## src/design/gpm_pkg.sv

```systemverilog
// Shared types and constants for the glob pattern matcher.
package gpm_pkg;

  localparam int MaxPositionsDef = 32;
  localparam int CfgW            = 6;
  localparam int SlotW           = 5;
  localparam int ByteW           = 8;
  localparam int ClassRows       = 256;
  localparam int InTdataW        = 16;
  localparam int OutTdataW       = 8;

  typedef enum logic [1:0] {
    ModeLoad  = 2'd0,
    ModeClass = 2'd1,
    ModeStart = 2'd2,
    ModeText  = 2'd3
  } mode_e;

  typedef enum logic [1:0] {
    KindLit   = 2'd0,
    KindAny   = 2'd1,
    KindClass = 2'd2,
    KindStar  = 2'd3
  } kind_e;

  // Layout of the input tdata, lowest bits last.
  typedef struct packed {
    logic             member;
    logic [ByteW-1:0] byte_value;
    kind_e            kind;
    logic [SlotW-1:0] slot;
  } item_t;

endpackage

```

## src/design/gpm_pos_table.sv

```systemverilog
// Compiled pattern positions: kind and byte per position, one flop set each.
module gpm_pos_table import gpm_pkg::*; #(
  parameter int MaxPositions = MaxPositionsDef
) (
  input  logic             clk_i,
  input  logic             wr_en_i,
  input  logic [SlotW-1:0] wr_slot_i,
  input  kind_e            wr_kind_i,
  input  logic [ByteW-1:0] wr_byte_i,
  output kind_e            kind_o [MaxPositions],
  output logic [ByteW-1:0] byte_o [MaxPositions]
);

  kind_e            kind_q [MaxPositions];
  logic [ByteW-1:0] byte_q [MaxPositions];

  for (genvar g = 0; g < MaxPositions; g++) begin : g_pos
    always_ff @(posedge clk_i) begin
      if (wr_en_i && (32'(wr_slot_i) == g)) begin
        kind_q[g] <= wr_kind_i;
        byte_q[g] <= wr_byte_i;
      end
    end
    assign kind_o[g] = kind_q[g];
    assign byte_o[g] = byte_q[g];
  end

endmodule

```

## config.mk

```make
export PLATFORM = sky130hd
export DESIGN_NAME = gpm_pos_table
export DESIGN_NICKNAME = d
export VERILOG_FILES = /design/src/design/gpm_pkg.sv /design/src/design/gpm_pos_table.sv
export SDC_FILE = /design/constraint.sdc
export NUM_CORES = 1
export LEC_CHECK = 0
export BUFFER_PORTS_ARGS = -buffer_cell sky130_fd_sc_hd__buf_2
export CAP_MARGIN = 15
export CORE_ASPECT_RATIO = 1.5
export CORE_MARGIN = 10
export CORE_UTILIZATION = 40
export DETAILED_ROUTE_END_ITERATION = 10
export GPL_ROUTABILITY_DRIVEN = 0
export GPL_TIMING_DRIVEN = 0
export PLACE_DENSITY = 0.7
export SYNTH_ARGS = -nofsm -noshare
export SYNTH_HDL_FRONTEND = slang
export SYNTH_SLANG_ARGS = --single-unit
```

## constraint.sdc

```tcl
create_clock -name clk_i -period 1.75 [get_ports clk_i]
set_clock_uncertainty 0.15 [all_clocks]
set_input_delay 0.0875 -clock clk_i [delete_from_list [all_inputs] [get_ports clk_i]]
set_output_delay 0.0875 -clock clk_i [all_outputs]
set_load 0.005 [all_outputs]
```

Yosys cells after proc, flatten, opt, wreduce, memory -nomap -nowiden
Memories as Yosys holds them, arrays and structs flattened.
Index checks and enable logic that the tools add are counted.
{ "word_totals": {"regBits": 0, "ramBits": 320, "input_bits": 17, "output_inout_bits": 320, "wordCells": 378, "mem_count": 2} }
{ "op_classes": {"n_eq_ne": 31, "mux": 250, "reduce_logical": 95} }
{ "memory_table": {"columns": ["name", "depth", "width", "read_ports", "rd_ports_with_merged_regs", "wr", "line_no", "source"], "rows": [
  ["byte_q", 32, 8, 32, 0, 1, "gpm_pos_table.sv:15", "logic [ByteW-1:0] byte_q [MaxPositions];"],
  ["kind_q", 32, 2, 32, 0, 1, "gpm_pos_table.sv:14", "kind_e kind_q [MaxPositions];"]
]} }
{ "ops": {"columns": ["cell", "count"], "rows": [
  ["2-to-1 mux 5 bit", 62],
  ["2-to-1 mux 8 bit", 31],
  ["OR reduction 8 bit", 31],
  ["2-to-1 mux 1 bit", 126],
  ["equality test 5 bit (second input constant)", 16],
  ["2-to-1 mux 2 bit", 31],
  ["OR reduction 2 bit", 31],
  ["equality test 5 x 4 -> 1 bit (second input constant)", 8],
  ["logical AND 1 bit", 32],
  ["equality test 5 x 3 -> 1 bit (second input constant)", 4],
  ["equality test 5 x 2 -> 1 bit (second input constant)", 2],
  ["equality test 5 x 1 -> 1 bit (second input constant)", 1],
  ["logical NOT 5 bit", 1]
]} }

Logic depth before layout (Yosys ltp)
Gate-level depths: netlist (run 1).
{ "depth": {"depth_word": 36, "depth_mapped": 3, "depth_no_buf": 2} }

Worst setup path after synthesis (run 1)
OpenSTA, ideal clock, no wires.
{ "synth_timing": {"kind": "in2reg", "startpoint": "input wr_slot_i[1]", "endpoint": "memory byte_q[12][4], in the netlist byte_q[0][100] (enable)", "setup_ps": 376, "t_arrival_ps": 1099, "t_required_ps": 1224, "slack_ps": 125, "cell_stages": 2, "n_path_buf": 0, "path_cell_list": "or4b_4 -> nor2_1"} }
{ "synth_via": {"elab_chain_len": 36, "elab_cells_between_ends": 221, "cone_classes": "31 x eq/ne; 126 x mux; 64 x reduce/logical"} }
{ "synth_lines": {"columns": ["element", "line_no", "source"], "rows": [
  ["from (decl)", "gpm_pos_table.sv:7", "input logic [SlotW-1:0] wr_slot_i,"],
  ["equality test 5 x 1 -> 1 bit", "gpm_pos_table.sv:19", "if (wr_en_i && (32'(wr_slot_i) == g)) begin"],
  ["logical AND 1 bit", "gpm_pos_table.sv:19", null],
  ["2-to-1 mux 1 bit", "gpm_pos_table.sv:19", null],
  ["2-to-1 mux 1 bit (not written as such)", "gpm_pos_table.sv:21", "byte_q[g] <= wr_byte_i;"],
  ["OR reduction 8 bit (no line)", null, null],
  ["2-to-1 mux 5 bit (no line) / 2-to-1 mux 1 bit (equally long branches) (31 in a row)", null, null],
  ["to (decl)", "gpm_pos_table.sv:15", null]
]} }
Parallel ways exist; a longest one is shown, timed or not.

Worst setup path after layout (run 1)
{ "layout_timing": {"startpoint": "input wr_slot_i[3]", "endpoint": "memory kind_q[0][7] (netlist name) (enable)"} }
{ "layout_via": {"elab_chain_len": 36, "elab_cells_between_ends": 221, "cone_classes": "31 x eq/ne; 126 x mux; 64 x reduce/logical"} }
{ "layout_lines": {"columns": ["element", "line_no", "source"], "rows": [
  ["equality test 5 x 1 -> 1 bit", "gpm_pos_table.sv:19", null],
  ["logical AND 1 bit", "gpm_pos_table.sv:19", null],
  ["2-to-1 mux 1 bit", "gpm_pos_table.sv:19", null],
  ["2-to-1 mux 1 bit (not written as such)", "gpm_pos_table.sv:20", "kind_q[g] <= wr_kind_i;"],
  ["OR reduction 2 bit (no line)", null, null],
  ["2-to-1 mux 5 bit (no line) / 2-to-1 mux 1 bit (equally long branches) (31 in a row)", null, null],
  ["to (decl)", "gpm_pos_table.sv:14", null]
]} }
Parallel ways exist; a longest one is shown, timed or not.

==> impl_results.md, run 1 <==
- Outcome: finished, final reports clean
- Mean post-synth cell area: 26.8 µm²
- Congestion Overflow GR: 0
- Num CTS Buffers: 27
- Final critical-path required period: 1.53 ns
- Largest net degree at the start of global routing: 33
- Num Clock Sinks: 320
- Most common cell after layout, fill and taps aside: buf_2
- Post-synth cell types: 10
- Total GRT Usage: 15.8%
- Post-CTS sizing: 0
- # DRC: 0
- Area delta synth->final: 30.2%
- Worst rel slew slack: approximately two fifths
- CP Capture Type: flip-flop
- Final wirelength: 26.1 mm
- Post-synthesis sequential area ratio: 97.6%
- Layout Utilization: 52.6%
- Fin nets: 749
- Top cell type's share of synthesized area: 97.6%
- Core ar.: ~0.024 mm²
- Average routed wire per standard cell: 24.3 µm
- Hold Buf Count CTS: 0
- Placed instance area: 0.0119 mm²
- Die X: 148 µm
- Finished layout cell area: between 0.01 and 0.015 mm²
- Post-DP HPWL: 17.3 mm
- Worst vdd ir: around 0.85 mV
- Yosys reg bits: 320
- Fill cells: between 1500 and 2000
- Most frequent cells in the layout: buf_2 (336), edfxtp_1 (320), nor2_1 (32)
- # IOs: between 300 and 400
- Row cnt: 70
- Post-CTS Setup Repair Bufs: 0
- Placed Cells: 1027
- Tightest Pin Transition: 0.893 ns
- Min-delay worst type: primary input to flip-flop
- DIE HEIGHT: between 200 and 250 µm
- Setup violations, final: 0
- Drt pass-1 iters: 4
- Port buffer count: 336
- CP required: 1.75 ns
- Hold Vio Cnt, Final: 0
- F_max: between 600 and 700 MHz
- Via count: 4982
- Clock buffer depth: 3
- Post-Syn Area: 0.00984 mm²
- Uppermost routed layer: met4
- Die ar.: between 0.03 and 0.04 mm²
- CTS tree: done
- Setup TNS: 0 ns
- RSZ-0062 raised after global routing: no
- Initial Utilization: about two fifths
- Number of inserted diodes: 0
- Period utilization: between 80% and 90%
- Crit-path max FO: 10
- CTS HTree Levels: 1
- CP Data Arrival Time: roughly 1.5 ns
- Clk root buf: clkbuf_16
- Via/cell ratio: between 4 and 5
- Cell taking the most area after synthesis: edfxtp_1
- Met3 WL: around 2.6 mm
- Yosys warnings: 0
- Slew Limit Fails: 0
- Routed Antenna Nets: 0
- Initial antenna violation count: 0
- PwrDens: 1150 mW/mm²
- Vias in the first global route: 5120
- Initial DRC Count: 323
- M1 WL: 8.60 mm
- Fin cells: 1076
- WL met2: 14.1 mm
- Crit path kind: primary input to flip-flop
- Area contributors post-synth: edfxtp_1 (98%), nor2_1 (1.2%), nand4bb_1 (0.34%), nand4b_1 (0.27%), or4b_4 (0.14%)
- Mapped Nets: between 300 and 400
- Share of cells above drive strength 1: between 50% and 60%
- CP Launch Type: primary input
- First-pass GRT wire length: 36.1 mm
- Post-synthesis cell count: 367
- Clock transition at path regs: 0.07 ns
- Pleak: about 4.7 nW
- Max-Cap Viols: 0
-- power breakdown --
part           switching [mW]  internal, mW  leakage [nW]
registers              0.0184          8.52          2.88
clock network            2.60          3.30         0.420
logic                   0.275        0.0742          1.39
total                    2.89          11.9          4.69
-- final cells by class --
cell class	instances	area, µm²	area share [%]
buffer	3	11.3	0.0879
multi-input combinational	44	223	1.74
clock inverter	20	203	1.58
timing repair buffer	336	1680	13.1
tap	324	405	3.16
sequential	320	9610	75.0
clock buffer	29	683	5.33
-- cells by family after synthesis --
logic type	share of synthesized area, %
flip-flops	97.6
AND/OR/NAND/NOR	2.26
buffers and inverters	0.114
-- stage by stage --
stage / total power, mW / setup slack, ns / hold slack [ns]
global route: 15.2 / 0.126 / 0.0402
global placement: 9.06 / -0.352 / 0.333
CTS: 14.9 / 0.202 / 0.0187
floorplan: 8.77 / 0.125 / 0.0364
finish: 14.8 / 0.223 / 0.0244
detailed placement: 9.07 / -0.376 / 0.333
-- state kept, by name, summed over array words and instances (netlist names) --
signal,flops
kind_q,64
byte_q,256
-- Yosys cell counts, drive strengths merged --
library cell and count:
edfxtp 320, nor2 32, clkbuf 3, nand4b 3
nand4bb 3, nand2b 2, nand2 1, nand4 1
or2 1, or4b 1
-- critical path, stage by stage --
cell,delay [ns]
buf_2,0.11
or2_2,0.28
clkbuf_1,0.27
nor2_1,0.77
-- metal layers --
layer / vias to the layer above / track usage (%)
li1: 2203 / -
met3: 50 / 5.68
met1: 2450 / 16.0
met4: 0 / 6.51
met5: - / 0
met2: 279 / 28.8
-- final timing paths --
path,from,end,slack (ns),depth (start not counted)
min,wr_kind_i[1],kind_q[0][15],0.02,1
max,wr_slot_i[3],kind_q[0][7],0.22,4
(Power assumes the default switching activity.)
==> inputs of run 2 (changes only) <==
CAP_MARGIN = unset   (was 15)
SETUP_SLACK_MARGIN = 0.5   (was unset)
==> impl_results.md, run 2 (synthesized netlist as in run 1, its figures left out) <==
- Clk root buf: clkbuf_16
- GRT met1 Usage: 17.0%
- CP Capture Type: flip-flop
- Setup ws final: 0.415 ns
- Max-Cap Viols: 0
- RSZ-0062 raised after global routing: yes
- Placed instance area: 0.0121 mm²
- Routed Antenna Nets: 0
- CP Data Arrival Time: 1.36 ns
- Initial DRC Count: 341
- Hold Vio Cnt, Final: 0
- Vias in the first global route: 5088
- Via/cell ratio: 4.67
- Die ar.: 0.0314 mm²
- Outcome: finished, final reports clean
- GRT met2 Usage: 29.7%
- Port buffer count: 336
- First-pass GRT wire length: 37.2 mm
- Num CTS Buffers: 27
- Most frequent cells in the layout: buf_2 (336), edfxtp_1 (320), clkbuf_16 (27)
- CTS HTree Levels: 1
- Num Clock Sinks: 320
- Pwr Total: 15.0 mW
- Dpl ws: -0.312 ns
- Area delta synth->final: 32.8%
- F_max: 749 MHz
- Tightest Pin Transition: a little over 1 ns
- Min-delay worst type: primary input to flip-flop
- Max reg flops: 256
- Worst vdd ir: 0.794 mV
- Row cnt: 70
- Via count: 5041
- Finished layout cell area: 0.0131 mm²
- Share of cells above drive strength 1: roughly 55%
- DIE HEIGHT: 212 µm
- Met3 Resource Use GR: 5.02%
- Final wirelength: approximately 27 mm
- Top reg by flops: byte_q
- Post-DP HPWL: 17.8 mm
- Setup TNS: 0 ns
- CP required: 1.77 ns
- CTS tree: done
- Clock buffer depth: 3
- Fin nets: 753
- Most common cell after layout, fill and taps aside: buf_2
- Layer with the highest usage: met2
- Fill cells: 1969
- Crit-path max FO: 10
- # DRC: 0
- # IOs: 337
- Crit path kind: primary input to flip-flop
- Period utilization: 76.3%
- Clock transition at path regs: 0.07 ns
- Initial antenna violation count: 0
- Drt pass-1 iters: 5
- Slew Limit Fails: 0
- Setup violations, final: 0
- Largest registers: byte_q (256), kind_q (64)
- Initial Utilization: between 40 and 50%
- Number of inserted diodes: 0
- Average routed wire per standard cell: 24.6 µm
- Congestion Overflow GR: 0
- Core ar.: 0.0243 mm²
- Total GRT Usage: 16.2%
- Die X: 148 µm
- Layout Utilization: a little over half
- Final critical-path required period: 1.34 ns
- CP Launch Type: primary input
- Largest net degree at the start of global routing: 33
- Pleak: 4.73 nW
- PwrDens: between 1000 and 1500 mW/mm²
- Worst rel slew slack: 31.7%
run 2: layer usage:
| layer | routed length [µm] | vias up |
|---|---|---|
| met3 | 2580 | 43 |
| met1 | 8620 | 2511 |
| li1 | - | 2210 |
| met4 | 789 | 0 |
| met2 | 14500 | 277 |
| met5 | 0 | - |
run 2: area by class of cell:
cell class | instances | area, µm² | area share, %
Buffer | 3 | 21.3 | 0.163
Timing Repair Buffer | 340 | 1710 | 13.1
Clock inverter | 19 | 226 | 1.73
Clock buffer | 29 | 683 | 5.22
Sequential cell | 320 | 9610 | 73.5
Tap cell | 324 | 405 | 3.10
Multi-Input combinational cell | 44 | 418 | 3.20
run 2: repair_timing:
| action | CTS | global route |
|---|---|---|
| hold buffers | 0 | 0 |
| setup endpoints to repair | 473 | 450 |
| pin swaps | 0 | 1 |
| buffers inserted | 2 | 2 |
| gates resized for setup | 7 | 3 |
run 2: power by group:
group	switching (mW)	internal, mW	total, mW	leakage (nW)
Sequential	0.0184	8.52	8.54	2.88
Combinational	0.300	0.0842	0.385	1.41
Clock	2.52	3.56	6.08	0.434
Total	2.84	12.2	15.0	4.73
run 2: final timing paths:
kind | cells after the start | endpoint | from
worst min-delay path | 1 | byte_q[0][62] | wr_byte_i[6]
worst max-delay path | 4 | kind_q[1][15] | wr_slot_i[3]
run 2: critical path: stages:
cell,delay (ns)
buf_2,0.11
nand2b_1,0.13
clkbuf_1,0.42
nor2_2,0.59
run 2: through the flow:
step | hold slack (ns) | instances
floorplan | 0.0364 | 367
global placement | 0.335 | 1027
detailed placement | 0.333 | 1027
CTS | 0.00654 | 1077
global route | 0.0353 | 1079
finish | 0.0230 | 1079
