`src/design/gpm_pkg.sv`:
```
// Shared types and constants for the glob pattern matcher.
package gpm_pkg;

  localparam int MaxPositionsDef = 32;
  localparam int CfgW            = 6;
  localparam int SlotW           = 5;
  localparam int ByteW           = 8;
  localparam int ClassRows       = 256;
  localparam int InTdataW        = 16;
  localparam int OutTdataW       = 8;

  typedef enum logic [1:0] {
    ModeLoad  = 2'd0,
    ModeClass = 2'd1,
    ModeStart = 2'd2,
    ModeText  = 2'd3
  } mode_e;

  typedef enum logic [1:0] {
    KindLit   = 2'd0,
    KindAny   = 2'd1,
    KindClass = 2'd2,
    KindStar  = 2'd3
  } kind_e;

  // Layout of the input tdata, lowest bits last.
  typedef struct packed {
    logic             member;
    logic [ByteW-1:0] byte_value;
    kind_e            kind;
    logic [SlotW-1:0] slot;
  } item_t;

endpackage

```
`src/design/gpm_nfa_step.sv`:
```
// One NFA step: a start or text item advances the active set and closes over stars; other items keep it.
module gpm_nfa_step import gpm_pkg::*; #(
  parameter int MaxPositions = MaxPositionsDef,
  parameter int LenW         = $clog2(MaxPositions + 1)
) (
  input  mode_e                   mode_i,
  input  logic [ByteW-1:0]        byte_i,
  input  logic [MaxPositions:0]   active_i,
  input  kind_e                   kind_i [MaxPositions],
  input  logic [ByteW-1:0]        pos_byte_i [MaxPositions],
  input  logic [MaxPositions-1:0] class_row_i,
  input  logic [LenW-1:0]         used_len_i,
  output logic [MaxPositions:0]   next_o,
  output logic                    matched_o,
  output logic                    alive_o
);

  localparam int N      = MaxPositions + 1;
  localparam int Levels = $clog2(N);

  logic [N-1:0]            le_len;
  logic [MaxPositions-1:0] lt_len;
  logic [MaxPositions-1:0] hit;
  logic [MaxPositions-1:0] absorb;
  logic [N-1:0]            seed;
  logic [N-1:0]            prop;
  logic [N-1:0]            g_cur, p_cur, g_nxt, p_nxt;

  always_comb begin
    for (int i = 0; i < N; i++) begin
      le_len[i] = (i <= 32'(used_len_i));
    end
    for (int i = 0; i < MaxPositions; i++) begin
      lt_len[i] = (i < 32'(used_len_i));
      hit[i]    = 1'b0;
      absorb[i] = 1'b0;
      if (active_i[i] && lt_len[i]) begin
        case (kind_i[i])
          KindLit:   hit[i]    = (pos_byte_i[i] == byte_i);
          KindAny:   hit[i]    = 1'b1;
          KindClass: hit[i]    = class_row_i[i];
          KindStar:  absorb[i] = 1'b1;
          default:   hit[i]    = 1'b0;
        endcase
      end
    end
  end

  always_comb begin
    seed = '0;
    prop = '0;
    if (mode_i == ModeStart) begin
      seed[0] = 1'b1;
    end else begin
      seed[0] = absorb[0];
      for (int i = 1; i < N; i++) begin
        seed[i] = hit[i-1] | ((i < MaxPositions) ? absorb[i % MaxPositions] : 1'b0);
      end
    end
    // A star in use lets activity flow to the next position.
    for (int i = 1; i < N; i++) begin
      prop[i] = lt_len[i-1] && (kind_i[i-1] == KindStar);
    end
  end

  // Log-depth prefix scan over runs of stars.
  always_comb begin
    g_cur = seed;
    p_cur = prop;
    g_nxt = seed;
    p_nxt = prop;
    for (int l = 0; l < Levels; l++) begin
      g_nxt = g_cur;
      p_nxt = p_cur;
      for (int i = 0; i < N; i++) begin
        if (i >= (1 << l)) begin
          g_nxt[i] = g_cur[i] | (p_cur[i] & g_cur[i - (1 << l)]);
          p_nxt[i] = p_cur[i] & p_cur[i - (1 << l)];
        end
      end
      g_cur = g_nxt;
      p_cur = p_nxt;
    end
  end

  always_comb begin
    if (mode_i == ModeStart || mode_i == ModeText) begin
      next_o    = g_cur;
      matched_o = g_cur[used_len_i];
    end else begin
      next_o    = active_i;
      matched_o = 1'b0;
    end
    alive_o = |(next_o & le_len);
  end

endmodule

```
`config.mk`:
```
export PLATFORM = sky130hd
export DESIGN_NAME = gpm_nfa_step
export DESIGN_NICKNAME = d
export VERILOG_FILES = /design/src/design/gpm_pkg.sv /design/src/design/gpm_nfa_step.sv
export SDC_FILE = /design/constraint.sdc
export NUM_CORES = 1
export LEC_CHECK = 0
export BUFFER_PORTS_ARGS = -buffer_cell sky130_fd_sc_hd__buf_2
export CORE_AREA = 5 5 166 168
export DETAILED_ROUTE_END_ITERATION = 6
export DIE_AREA = 0 0 171 173
export MAX_ROUTING_LAYER = met4
export PLACE_DENSITY = 0.55
export SYNTH_ARGS = -nofsm -noshare
export SYNTH_HDL_FRONTEND = slang
export SYNTH_SLANG_ARGS = --single-unit
```
`constraint.sdc`:
```
create_clock -name vclk -period 3.6
set_input_delay 0.18 -clock vclk [all_inputs]
set_output_delay 0.18 -clock vclk [all_outputs]
set_load 0.02 [all_outputs]
```
; ---- Word level (Yosys, flattened, before mapping)
; Index checks and enable logic that the tools add are counted.
[op_classes]
bitwise = 405
reduce_logical = 98
muxes = 134
eq_ne = 130
n_lt_le_gt_ge = 65
[op_table]
columns = op, n
row1 = == test 8 bit, 32
row2 = bitwise AND 1 bit, 238
row3 = bitwise OR 1 bit, 166
row4 = == test 2 bit (second input constant), 66
row5 = two-way mux 1 bit, 99
row6 = less-or-equal comparator 5 x 6 -> 1 bit (first input constant), 16
row7 = less-than comparator 5 x 6 -> 1 bit (first input constant), 16
row8 = case mux 1 bit (3 select lines), 32
row9 = == test 2 x 1 -> 1 bit (second input constant), 32
row10 = logical AND 1 bit, 64
row11 = logical NOT 2 bit, 32
row12 = less-or-equal comparator 4 x 6 -> 1 bit (first input constant), 8
row13 = less-than comparator 4 x 6 -> 1 bit (first input constant), 8
row14 = bitwise AND 33 bit, 1
row15 = two-way mux 33 bit, 1
row16 = OR reduction 33 bit, 1
row17 = two-way mux 32 bit, 1
row18 = less-or-equal comparator 3 x 6 -> 1 bit (first input constant), 4
row19 = less-than comparator 3 x 6 -> 1 bit (first input constant), 4
row20 = less-or-equal comparator 2 x 6 -> 1 bit (first input constant), 2
row21 = less-than comparator 1 x 6 -> 1 bit (first input constant), 2
row22 = less-than comparator 2 x 6 -> 1 bit (first input constant), 2
row23 = less-than comparator 6 x 7 -> 1 bit (second input constant), 1
row24 = binary-select mux 1 bit (select 6 bit), 1
row25 = other kinds (3), 3
[word_totals]
output_inout_bits = 35
input_bits = 401
reg_bits = 0

; ---- Longest topological paths before layout
; Gate-level depths: netlist of the first run.
[depth]
depth_word = 19
depth_mapped = 17
depth_no_buf = 13

; ---- Worst setup path after synthesis of the first run
; Ideal clock, no wire load.
[synth_path]
path_kind = input-to-output
from = input used_len_i[3]
to = output alive_o
required_ns = 3.420
path_buffers = 1
arrival_ns = 3.777
setup_slack_ns = -0.357
stages = 14
path_cell_list = buf_6 -> nor4_4 -> a21oi_2 -> a2111oi_2 -> o21ai_1 -> mux2_2 -> a211o_1 -> a211o_1 -> a211o_1 -> or4_1 -> a2111o_1 -> a211o_1 -> nor4b_1 -> nand4_1
[synth_rtl]
columns = item, line_no
row1 = "start, declared", gpm_nfa_step.sv:12  ; input logic [LenW-1:0] used_len_i,
row2 = less-than comparator 1 x 6 -> 1 bit, gpm_nfa_step.sv:34  ; lt_len[i] = (i < 32'(used_len_i));
row3 = logical AND 1 bit, gpm_nfa_step.sv:37  ; if (active_i[i] && lt_len[i]) begin
row4 = two-way mux 1 bit, gpm_nfa_step.sv:37
row5 = bitwise OR 1 bit / two-way mux 1 bit (equally long branches), "gpm_nfa_step.sv:57, gpm_nfa_step.sv:52"
row6 = two-way mux 32 bit / bitwise AND 1 bit (equally long branches), "gpm_nfa_step.sv:52, gpm_nfa_step.sv:77"
row7 = bitwise OR 1 bit *, gpm_nfa_step.sv:77  ; g_nxt[i] = g_cur[i] | (p_cur[i] & g_cur[i - (1 << l)]);
row8 = two-way mux 33 bit *, gpm_nfa_step.sv:87  ; if (mode_i == ModeStart || mode_i == ModeText) begin
row9 = named net next_o[1], gpm_nfa_step.sv:13  ; output logic [MaxPositions:0] next_o,
row10 = bitwise AND 33 bit *, gpm_nfa_step.sv:94  ; alive_o = |(next_o & le_len);
row11 = OR reduction 33 bit *, gpm_nfa_step.sv:94
row12 = "end, declared", gpm_nfa_step.sv:15  ; output logic alive_o
; Mark *: on every way through the listed nets, which the timed path passes. The rest lies on a longest branch.

; ---- Final worst setup path of the first run
[layout_path]
from = input byte_i[6]
to = output alive_o
[layout_via]
elab_chain_cells = 19
[layout_rtl]
columns = item, line_no
row1 = "start, declared", gpm_nfa_step.sv:7  ; input logic [ByteW-1:0] byte_i,
row2 = == test 8 bit, gpm_nfa_step.sv:39  ; KindLit: hit[i] = (pos_byte_i[i] == byte_i);
row3 = case mux 1 bit (3 select lines), gpm_nfa_step.sv:38  ; case (kind_i[i])
row4 = two-way mux 1 bit, gpm_nfa_step.sv:37
row5 = bitwise OR 1 bit, gpm_nfa_step.sv:57  ; seed[i] = hit[i-1] | ((i < MaxPositions) ? absorb[i % MaxPositions] : 1'b0);
row6 = two-way mux 32 bit *, gpm_nfa_step.sv:52  ; if (mode_i == ModeStart) begin
row7 = bitwise AND 1 bit, gpm_nfa_step.sv:77
row8 = bitwise OR 1 bit, gpm_nfa_step.sv:77
row9 = bitwise AND 1 bit, gpm_nfa_step.sv:77
row10 = [... 2 more ...], --
row11 = bitwise OR 1 bit, gpm_nfa_step.sv:77
row12 = bitwise AND 1 bit, gpm_nfa_step.sv:77
row13 = bitwise OR 1 bit, gpm_nfa_step.sv:77
row14 = bitwise AND 1 bit, gpm_nfa_step.sv:77
row15 = bitwise OR 1 bit (2 in a row), gpm_nfa_step.sv:77
row16 = two-way mux 33 bit *, gpm_nfa_step.sv:87
row17 = bitwise AND 33 bit *, gpm_nfa_step.sv:94
row18 = OR reduction 33 bit *, gpm_nfa_step.sv:94
; Mark *: on every way between the ends. The rest lies on a longest branch, timed or not.

==> results by group, run 1 <==
Min path
  • Hold path startpoint: active_i[23]
  • Hold path depth: 3
  • Hold EP: next_o[23]
  • Min-delay worst type: primary input to primary output

Yosys
  • Syn Nets: ~1500
  • Mean Syn Cell Area: approximately 6.5 um2
  • Post-synth cell types: 77
  • Synth Cell Area: just over 7000 um2
  • Post-synthesis sequential area ratio: 0
  • Ys Warns: 0
  • Post-Syn Instances: 1102

Floorplan
  • Die area: between 20000 and 30000 um2
  • Die X: 171 um
  • Starting density of the core: 0.278
  • Num ports: roughly 440
  • Die Ht: 173 um
  • Row cnt: 59
  • Core area: 25800 um2

Timing
  • Crit path time final: between 4 and 5 ns
  • Final setup margin: -0.698 ns
  • Final Cycle Share: 1.19
  • Fmax: 233 MHz
  • RSZ-0062 raised after global routing: true
  • Final Hold Fails: 0
  • Worst slew margin: 0.541
  • Final setup fails: 8
  • Pins over their slew limit: 0
  • TNS Setup: -1.92 ns
  • Worst-Margin Slew: roughly 0.68 ns

Global routing
  • Largest net degree at the start of global routing: 36
  • Global-route wire length before repair: about 66000 um
  • Vias in the first global route: about 12000
  • Grt total ovfl: 0
  • Initial antenna violation count: 0
  • Global Route Usage Sum: 0.287

Placed design
  • Post-placement cell area: around 12000 um2
  • PortBufs: around 440
  • Detailed placement HPWL: just under 40000 um
  • RD Place Congestion: slightly below 1
  • Placed insts: roughly 2100

Cells and area
  • Share of cells above drive strength 1: 0.452
  • Most frequent cells in the layout: buf_2, buf_4, xor2_1
  • Num sequential: 0
  • Most common cell after layout, fill and taps aside: buf_2
  • Seq. cell area: 0 um2
  • Post-Layout Cell Count: roughly 2100
  • Layout clock buffers: 0
  • Fin area: approximately 12000 um2
  • Area Growth Syn to Fin: 69.6%
  • Nets: roughly 2200
  • Core Util, Final: 0.471

Job
  • Max Cap Viol: 0

Routing
  • WL met1: between 15000 and 20000 um
  • Routed wl met2: ~21000 um
  • Drt total wl: ~44000 um
  • Remaining DRCs: 0
  • Vias per inst: approximately 5.3
  • Initial DRC Count: 612
  • Met3 wire length: roughly 2600 um
  • First-pass iteration count of the detailed router: 5
  • Wire per inst: about 21 um
  • Final ANT Viol Nets: 0
  • DR top layer: met4
  • Routed via count: ~11000

Critical path
  • CP Max Fanout: 6
  • Setup crit start kind: primary input
  • Worst EP arrival: 4.12 ns
  • CP required: between 3 and 4 ns
  • WS Path Type: primary input to primary output
  • CP endpoint kind: primary output

Power and ir drop
  • PwrDens: 137 nW/um2
  • Total power: 1660 uW
  • VDD IR-drop max: about 0.068 mV
  • Leak: around 0.0056 uW

Status
  • Status: complete, but fails checks
  • Failing checks: setup timing

CTS
  • Hold_buf cts: 0
synth_stat cells, drive strengths merged, types with 11 or more instances:
cell | number | area (um2)
a31oi | 16 | 100
a21o | 16 | 120
clkbuf | 29 | 109
o21a | 16 | 121
o21ai | 70 | 350
xor2 | 140 | 1230
inv | 25 | 93.8
and2 | 11 | 68.8
o31ai | 13 | 97.6
nand2 | 83 | 312
nand2b | 23 | 144
buf | 40 | 224
a211oi | 24 | 190
nor4 | 37 | 262
nor3 | 22 | 110
a21oi | 76 | 384
nor2 | 84 | 315
nand4 | 39 | 244
and3 | 15 | 93.8
xnor2 | 116 | 1020
nand3 | 44 | 220
kinds of logic after synthesis:
| logic type | synth area share |
|---|---|
| and+or+nand+nor | 0.294 |
| AOI/OAI and AO/OA | 0.326 |
| xor gates and xnor gates | 0.314 |
| buffers and inverters | 0.0607 |
| muxes | 0.00612 |
final cells by class:
class / instances / area (um2)
diodes: 1 / 2.50
fillers: 2765 / 13600
inverters: 27 / 101
multi-input cells: 1006 / 6910
well taps: 335 / 419
repair buffers: 747 / 4690
timing repair:
| item | in CTS | in global routing |
|---|---|---|
| cloned | 0 | 0 |
| pin swaps | 6 | 6 |
| buffers inserted | 4 | 0 |
| resized for setup | 19 | 39 |
| setup endpoints to repair | 15 | 17 |
worst max path at each step:
stage / from / to / slack, ns
2_1_floorplan: used_len_i[3] / alive_o / -0.23
3_5_place_dp: used_len_i[3] / alive_o / -0.79
6_report: byte_i[6] / alive_o / -0.70
5_1_grt: byte_i[6] / alive_o / -0.76
3_3_place_gp: byte_i[2] / alive_o / -0.74
4_1_cts: used_len_i[5] / alive_o / -0.68
routing by layer:
layer	vias to the layer above	track usage
met5	-	-
met4	0	0.0466
met3	52	0.0285
met2	398	0.482
met1	5272	0.378
li1	5420	-
power by group:
part           switching, uW  total [uW]  internal [uW]
Clock                      0   0.0000371      0.0000371
Combinational            859        1660            802
Sequential                 0           0              0
through the flow:
| stage | hold slack [ns] | setup WS (ns) |
|---|---|---|
| final | 0.762 | -0.698 |
| after global routing | 0.787 | -0.762 |
| after CTS | 0.760 | -0.678 |
| after detailed placement | 0.754 | -0.795 |
| after global placement | 0.771 | -0.741 |
| after floorplan | 0.526 | -0.227 |
critical path, cell delays in order:
cell and delay (ns):
buf_2 0.21, xor2_1 0.28, nor4_2 0.08, buf_4 0.15
a2111oi_2 0.30, o21ai_1 0.12, mux2_4 0.28, a211o_1 0.29
a211o_1 0.28, a211o_1 0.24, or4_4 0.43, a2111o_1 0.33
a211o_1 0.31, nor4b_2 0.26, nand4_1 0.18, buf_4 0.20
No activity file was read; power rests on OpenSTA's default activity.
==> run 2: changes to the inputs <==
Settings changed: CORE_AREA 5 5 166 168 to unset, CORE_MARGIN set to 5, CORE_UTILIZATION set to 25, DIE_AREA 0 0 171 173 to unset, PLACE_DENSITY 0.55 to 0.48.
Clock period 3.6 ns to 5.1 ns, I/O delays scaled along.
==> results by group, run 2 (synthesized netlist as in run 1, its figures left out) <==
Floorplan
  • Starting density of the core: 0.251 (-0.0264)
  • Row cnt: 62 (+5.1%)
  • Num ports: 436 (unchanged)
  • Die area: 32100 um2 (+8.5%)
  • Die X: 179 um (+4.7%)
  • Core area: 28500 um2 (+11%)
  • Die Ht: 179 um (+3.5%)

Critical path
  • CP delay by family, top: compound AO/OA/AOI/OAI gates
  • Slowest stage delay, CP: 0.53 ns (+0.10 ns)
  • CP Max Fanout: 15 (+9)
  • Worst EP arrival: 4.61 ns (+0.49 ns)
  • CP endpoint kind: primary output
  • Setup crit start kind: primary input
  • CP required: 4.85 ns (+1.43 ns)
  • WS Path Type: primary input to primary output
  • Crit-path slowest cell: or4_1
  • Crit path cell chain: buf_2, buf_4, or2_2, a31oi_1, nor2_1, a22oi_1, o21ai_0, a31oi_1, a21oi_1, a211o_1, or4_1, a2111o_1, a211o_1, nor4b_1, nand4_1, buf_2
  • Buf+Inv Stages, Crit Path: 3 (unchanged)

Cells and area
  • Fin area: 9950 um2 (-18%)
  • Area Growth Syn to Fin: 39.1%
  • Most frequent cells in the layout: buf_2, xor2_1, xnor2_1
  • Share of cells above drive strength 1: 0.338 (-0.114)
  • Most common cell after layout, fill and taps aside: buf_2
  • Nets: 1917 (-12%)
  • Fill count: 3284 (+19%)
  • Layout clock buffers: 0 (unchanged)
  • Seq. cell area: 0 um2 (unchanged)
  • Num sequential: 0 (unchanged)
  • Multi-input gate area: 6720 um2 (-2.8%)

Min path
  • Min-delay worst type: primary input to primary output

Timing
  • Final Hold Fails: 0 (unchanged)
  • Worst slew margin: 0.468 (-0.0732)
  • Final setup fails: 0 (-8)
  • Final Cycle Share: 0.954
  • TNS Setup: 0 ns (+1.92 ns)
  • Fmax: about 210 MHz
  • Worst-Margin Slew: 0.798 ns (+0.116 ns)
  • Pins over their slew limit: 0 (unchanged)
  • RSZ-0062 raised after global routing: false
  • Crit path time final: 4.86 ns

CTS
  • Hold_buf cts: 0 (unchanged)
  • Setup bufs post-CTS: 0 (-4)

Global routing
  • Met1 usage: 0.322 (-0.0566)
  • Global-route wire length before repair: 60700 um (-7.5%)
  • Initial antenna violation count: 4 (+4)
  • Global Route Usage Sum: 0.252 (-0.0348)
  • Largest net degree at the start of global routing: 74 (+110%)
  • Busiest layer in global routing: met2
  • Met3 Usage GRT: 0.0253 (-0.00323)
  • Met2 usage: 0.444 (-0.0385)
  • Grt total ovfl: 0 (unchanged)
  • Vias in the first global route: 10200 (-12%)

Power and ir drop
  • Leak: 0.00422 uW (-24%)
  • VDD IR-drop max: 0.0277 mV (-59%)
  • PwrDens: 95.4 nW/um2 (-30%)

Placed design
  • Post-placement cell area: 9930 um2 (-16%)
  • Detailed placement HPWL: 36500 um (-6.9%)
  • RD Place Congestion: 0.958 (-2.3%)
  • PortBufs: 436 (unchanged)

Routing
  • First-pass iteration count of the detailed router: 7 (+2)
  • Initial DRC Count: 672 (+9.8%)
  • Vias per inst: 5.27 (+0.17%)
  • Final ANT Viol Nets: 0 (unchanged)
  • Wire per inst: 22.1 um (+6.2%)
  • Remaining DRCs: 0 (unchanged)
  • Drt total wl: 42100 um (-4.5%)
  • Routed via count: 10000 (-10%)

Job
  • Max Cap Viol: 0 (unchanged)

Status
  • Status: complete, no violations
## run 2: changes by cell type in the layout (fill, tap and decap cells not counted), sizes merged
cell,change
buf,-264
clkbuf,-2
diode,+3
## run 2: final timing paths
kind | start | end | slack (ns) | cells past startpoint
max | used_len_i[0] | alive_o | 0.24 | 16
min | active_i[29] | next_o[29] | 0.93 | 3
## run 2: metrics by stage
step	total power (uW)	hold WS [ns]	setup slack, ns	std cells	util
after floorplan	523	0.688	0.993	1102	-
after global placement	943	0.932	0.278	1898	0.349
after detailed placement	947	0.933	0.269	1898	0.349
after CTS	951	0.934	0.235	1898	0.349
after global routing	1030	0.941	0.0975	1902	0.349
final	948	0.930	0.237	1902	0.349
## run 2: cell type report
class              count  share of cell area
multi-input cells   1006               0.676
repair buffers       481               0.265
well taps            384              0.0483
inverters             27              0.0102
diodes                 4             0.00101
## run 2: where the power goes
part | internal, uW | switching, uW | total, uW
clock network | 0.000105 | 0 | 0.000105
logic | 404 | 544 | 948
registers | 0 | 0 | 0
total | 404 | 544 | 948
## run 2: what timing repair did
item,CTS,global route
endpoints found under the hold margin,0,0
endpoints found under the setup margin,0,3
gates resized for setup,0,2
## run 2: layer usage
metal  part of all wire  vias up
met1               0.43     4736
li1                   -     4888
met4              0.014        0
met3              0.056       32
met2               0.50      376
met5                  0        -
